## src/rtl/core/glob_list_filter_core_assert.svh

```systemverilog
// ----------------------------------------------------------------------------
// glob list filter assertion macros
// shared property forms for the glob list filter core, clocked on clk and
// disabled while rst_n is low
// ----------------------------------------------------------------------------
`ifndef GLOB_LIST_FILTER_CORE_ASSERT_SVH
`define GLOB_LIST_FILTER_CORE_ASSERT_SVH

// same-cycle implication
`define GLF_ASSERT_IMP(label, ante, cons, msg) \
    label: assert property (@(posedge clk) disable iff (!rst_n) (ante) |-> (cons)) \
        else $error(msg);

// next-cycle implication
`define GLF_ASSERT_NXT(label, ante, cons, msg) \
    label: assert property (@(posedge clk) disable iff (!rst_n) (ante) |=> (cons)) \
        else $error(msg);

`endif

```

## src/rtl/core/glf_ram.sv

```systemverilog
// ----------------------------------------------------------------------------
// glob list filter ram
// simple dual-port memory, one write and one registered read per cycle
// ----------------------------------------------------------------------------
`default_nettype none

module glf_ram #(
    parameter int WIDTH = 8,
    parameter int DEPTH = 16,
    localparam int ADDR_W = (DEPTH > 1) ? $clog2(DEPTH) : 1
) (
    input  wire logic              clk,
    input  wire logic              wr_en,
    input  wire logic [ADDR_W-1:0] wr_addr,
    input  wire logic [WIDTH-1:0]  wr_data,
    input  wire logic              rd_en,
    input  wire logic [ADDR_W-1:0] rd_addr,
    output logic      [WIDTH-1:0]  rd_data
);

    logic [WIDTH-1:0] mem [DEPTH];
    logic [WIDTH-1:0] rd_data_reg;

    always_ff @(posedge clk)
    begin
        if (wr_en)
        begin
            mem[wr_addr] <= wr_data;
        end
        if (rd_en)
        begin
            rd_data_reg <= mem[rd_addr];
        end
    end

    assign rd_data = rd_data_reg;

endmodule

`default_nettype wire

```

## config.mk

```make
export PLATFORM = sky130hd
export DESIGN_NAME = glf_ram
export DESIGN_NICKNAME = d
export VERILOG_FILES = /design/src/rtl/core/glob_list_filter_core_assert.svh /design/src/rtl/core/glf_ram.sv
export SDC_FILE = /design/constraint.sdc
export NUM_CORES = 1
export LEC_CHECK = 0
export BUFFER_PORTS_ARGS = -buffer_cell sky130_fd_sc_hd__buf_4
export CAP_MARGIN = 10
export CORE_MARGIN = 8
export CORE_UTILIZATION = 40
export DETAILED_ROUTE_END_ITERATION = 10
export GPL_TIMING_DRIVEN = 1
export RECOVER_POWER = 50
export SLEW_MARGIN = 25
export SYNTH_ARGS = -nofsm -noshare
export SYNTH_HDL_FRONTEND = slang
export SYNTH_SLANG_ARGS = --single-unit
```

## constraint.sdc

```tcl
create_clock -name clk -period 4.4 [get_ports clk]
set_input_delay 1.32 -clock clk [delete_from_list [all_inputs] [get_ports clk]]
set_output_delay 1.32 -clock clk [all_outputs]
set_load 0.01 [all_outputs]
```

# Word level (Yosys, flattened, before mapping)
# Memory sizes are Yosys's and may differ from the RTL's. A register that Yosys moved wholly into a read port is not among the register bits.
# Index checks and enable logic that the tools add are counted.
word_totals:
  regBits: 0
  mem_bits_rw: 128
  out_inout_bits: 8
  elab_cells: 3
  memories: 1
classes:
  muxes: 2
memory_table:
  columns: ["memory", "words", "width", "rd", "rd_ports_with_merged_regs", "wr", "line_no", "source"]
  rows:
  - ["mem", 16, 8, 1, 1, 1, "glf_ram.sv:21", "logic [WIDTH-1:0] mem [DEPTH];"]
op_table:
  columns: ["operator", "count"]
  rows:
  - ["two-way mux 1 bit", 2]

# Depth between registers and ports, before layout
depth:
  depth_word: 2
  depth_mapped: 5
  ltp_nobuf: 3

# Worst setup path after synthesis
# No wires, ideal clock.
synth_path:
  path_type: "input-to-reg"
  startpoint: "input wr_addr[2]"
  endpoint: "memory mem[0][0], enable pin"
  setup_ns: 0.383
  t_arrival_ns: 2.430
  required_time_ns: 4.017
  path_slack_ns: 1.587
  stages: 2
  path_buffers: 0
  path_cell_list: "or3b_2 nor3_1"
synth_lines:
  columns: ["element", "line_no", "source"]
  rows:
  - ["start, declared", "glf_ram.sv:14", "input wire logic [ADDR_W-1:0] wr_addr,"]
  - ["end, declared", "glf_ram.sv:21", null]
# No word-level cell before the write port.

==> metrics <==
fin nets 288; Max Fanout on Critical Path 32; Synth top area share 0.781; PnR Total Power 2.99 mW; CTS H-tree lvls 4; Final Cell Area 0.00615 sq mm; P_int 2.40 mW; Power Dens Cells 486 mW/mm^2; die span in x 130 microns; n_diodes 0; Initial Util 0.413; IR drop worst, VDD 262 uV; Post-synth EDFFs 136; IO Pins 27; Synth area leaders edfxtp_1 78%, mux4_2 7.8%, mux4_1 7.0%; Main synth FF type edfxtp_1; wire length per cell 23.1 microns; hold crit path type reg -> reg; Num CTS Buffers 17; Clock Tree Buf Depth 2; initial antenna violation count 0; Cell Rows 41; crit path kind in -> reg; number of global-route vias before repair 2,526; clock-pin slew on the worst setup and hold paths 0.06 ns; core area roughly 0.013 sq mm; ratio of cells with drive above 1 in the final layout 0.262; gr usage total 0.132; hpwl dp 6.43 mm; Yosys top cell by area edfxtp_1; synth warn 0; root buf cell clkbuf_16; # hold bufs at CTS 0; RSZ-0062 raised after global routing no; Slew Viols, Final 0; total gr overflow 0; Worst R2R Path Depth 3; WP data required 4.55 ns; Final Skew 0.00364 ns; Final Util 0.486; relative slew slack 0.424; final worst slack 1.78 ns; CP endpoint kind register; Mapped Cells 229; fmax approximately 0.38 GHz; Place WS 1.30 ns; CTS Sinks 136; P_leak 1.99 nW; most frequent cell after synthesis edfxtp_1; MaxCap Viol Count 0; Synthesized Nets roughly 250; max reg flops 128; pin count of the biggest net entering global routing 33; setup bufs post-CTS 0; final hold vios 0; Finish-stage setup viols 0; clock network fraction of total power 0.465; Net Sw Frac 0.198; area of the mapped netlist 0.00523 sq mm; Vias/cell 5.30; Commonest cells post-synth 136 x edfxtp_1, 18 x mux4_2, 16 x a22oi_1; hold slack final about 0.75 ns; synth unique cells 18; worst skew pair latency 0.40 ns; Routed Antenna Nets 0; Resized cells post-CTS 0; post-layout min period 2.62 ns; CP Launch Type input port; CTS tree built; status finished, final reports clean; final period utilization 0.596; IO Port Bufs 26; logic gate share of total power 0.044; ys async rst share 0; Flop pwr share 0.491; area grow syn2layout 17.7%; post-synthesis sequential area ratio 0.781; synthesized flop and latch total roughly 140; Via Count roughly 2,400; Hold Path Stages 3; Least-Margin Pin Slew 0.861 ns; first-pass GRT wire length 15.5 mm; Critical Path AT between 2 and 3 ns; initial DRC count 263; # DRC 0; TNS Setup 0 ns; Placed Area 0.00560 sq mm; die height 130 microns; gpl congestion 0.706; Cells after DPL about 420; Die ar. 0.0170 sq mm; Post-Layout Cell Count roughly 450; Post-Syn Area per Cell 22.8 sq um; DRT Wirelength 10.5 mm; first-pass iteration count of the detailed router 4; Sw Pwr 592 uW
-- worst paths after layout --
check | slack, ns | from | end
max reg2reg | 2.92 | mem[2][2] | rd_data[2]
max | 1.78 | rd_addr[0] | rd_data[5]
min reg2reg | 0.75 | mem[14][2] | rd_data[2]
min | 0.75 | mem[14][2] | rd_data[2]
-- power groups by stage --
stage / logic [mW] / registers [mW] / clock network (mW)
floorplan: 0.0737 / 1.50 / 0
global placement: 0.136 / 1.49 / 0
detailed placement: 0.138 / 1.50 / 0
CTS: 0.138 / 1.47 / 1.40
global route: 0.143 / 1.47 / 1.45
finish: 0.132 / 1.47 / 1.39
-- routing by layer --
layer | share of wire | routed length [microns] | GRT usage
met4 | 0.020 | 206 | 0.0615
met1 | 0.45 | 4680 | 0.170
met3 | 0.054 | 564 | 0.0318
met5 | 0 | 0 | 0
met2 | 0.48 | 5020 | 0.208
-- worst max-delay path: stages --
cell	delay, ns
buf_4	0.47
mux4_1	0.62
a22oi_1	0.26
nand2_1	0.09
-- cell families (layout without fill, tap and decap cells) --
kind of cell	Yosys count	count (layout)	synth area share
AOI/OAI and AO/OA	16	16	0.0230
buffers and inverters	10	63	0.0165
muxes	32	32	0.148
and+or+nand+nor	35	35	0.0314
DFF	136	136	0.781
-- cells in the final DEF (no fill, tap or decap), drive strengths merged --
| cell | synthesis | layout |
|---|---|---|
| and2 | 1 | 1 |
| nand3b | 2 | 2 |
| edfxtp | 136 | 136 |
| or3b | 1 | 1 |
| and2b | 1 | 1 |
| nor3 | 4 | 4 |
| clkbuf | 0 | 29 |
| clkinv | 0 | 6 |
| clkinvlp | 0 | 5 |
| nand2b | 2 | 2 |
| bufinv | 0 | 3 |
| nor2 | 13 | 13 |
| nand2 | 9 | 9 |
| a22oi | 16 | 16 |
| nor2b | 1 | 1 |
| nand3 | 1 | 1 |
| mux4 | 32 | 32 |
| buf | 7 | 20 |
-- layout make-up --
type / count / area, sq um
tap: 172 / 215
sequential: 136 / 4080
fill: 1020 / 6520
clock buffer: 18 / 429
clock inverter: 14 / 158
multi-input combinational: 83 / 1070
timing repair buffer: 31 / 191
Note: power is estimated with default switching activity, not from simulation.
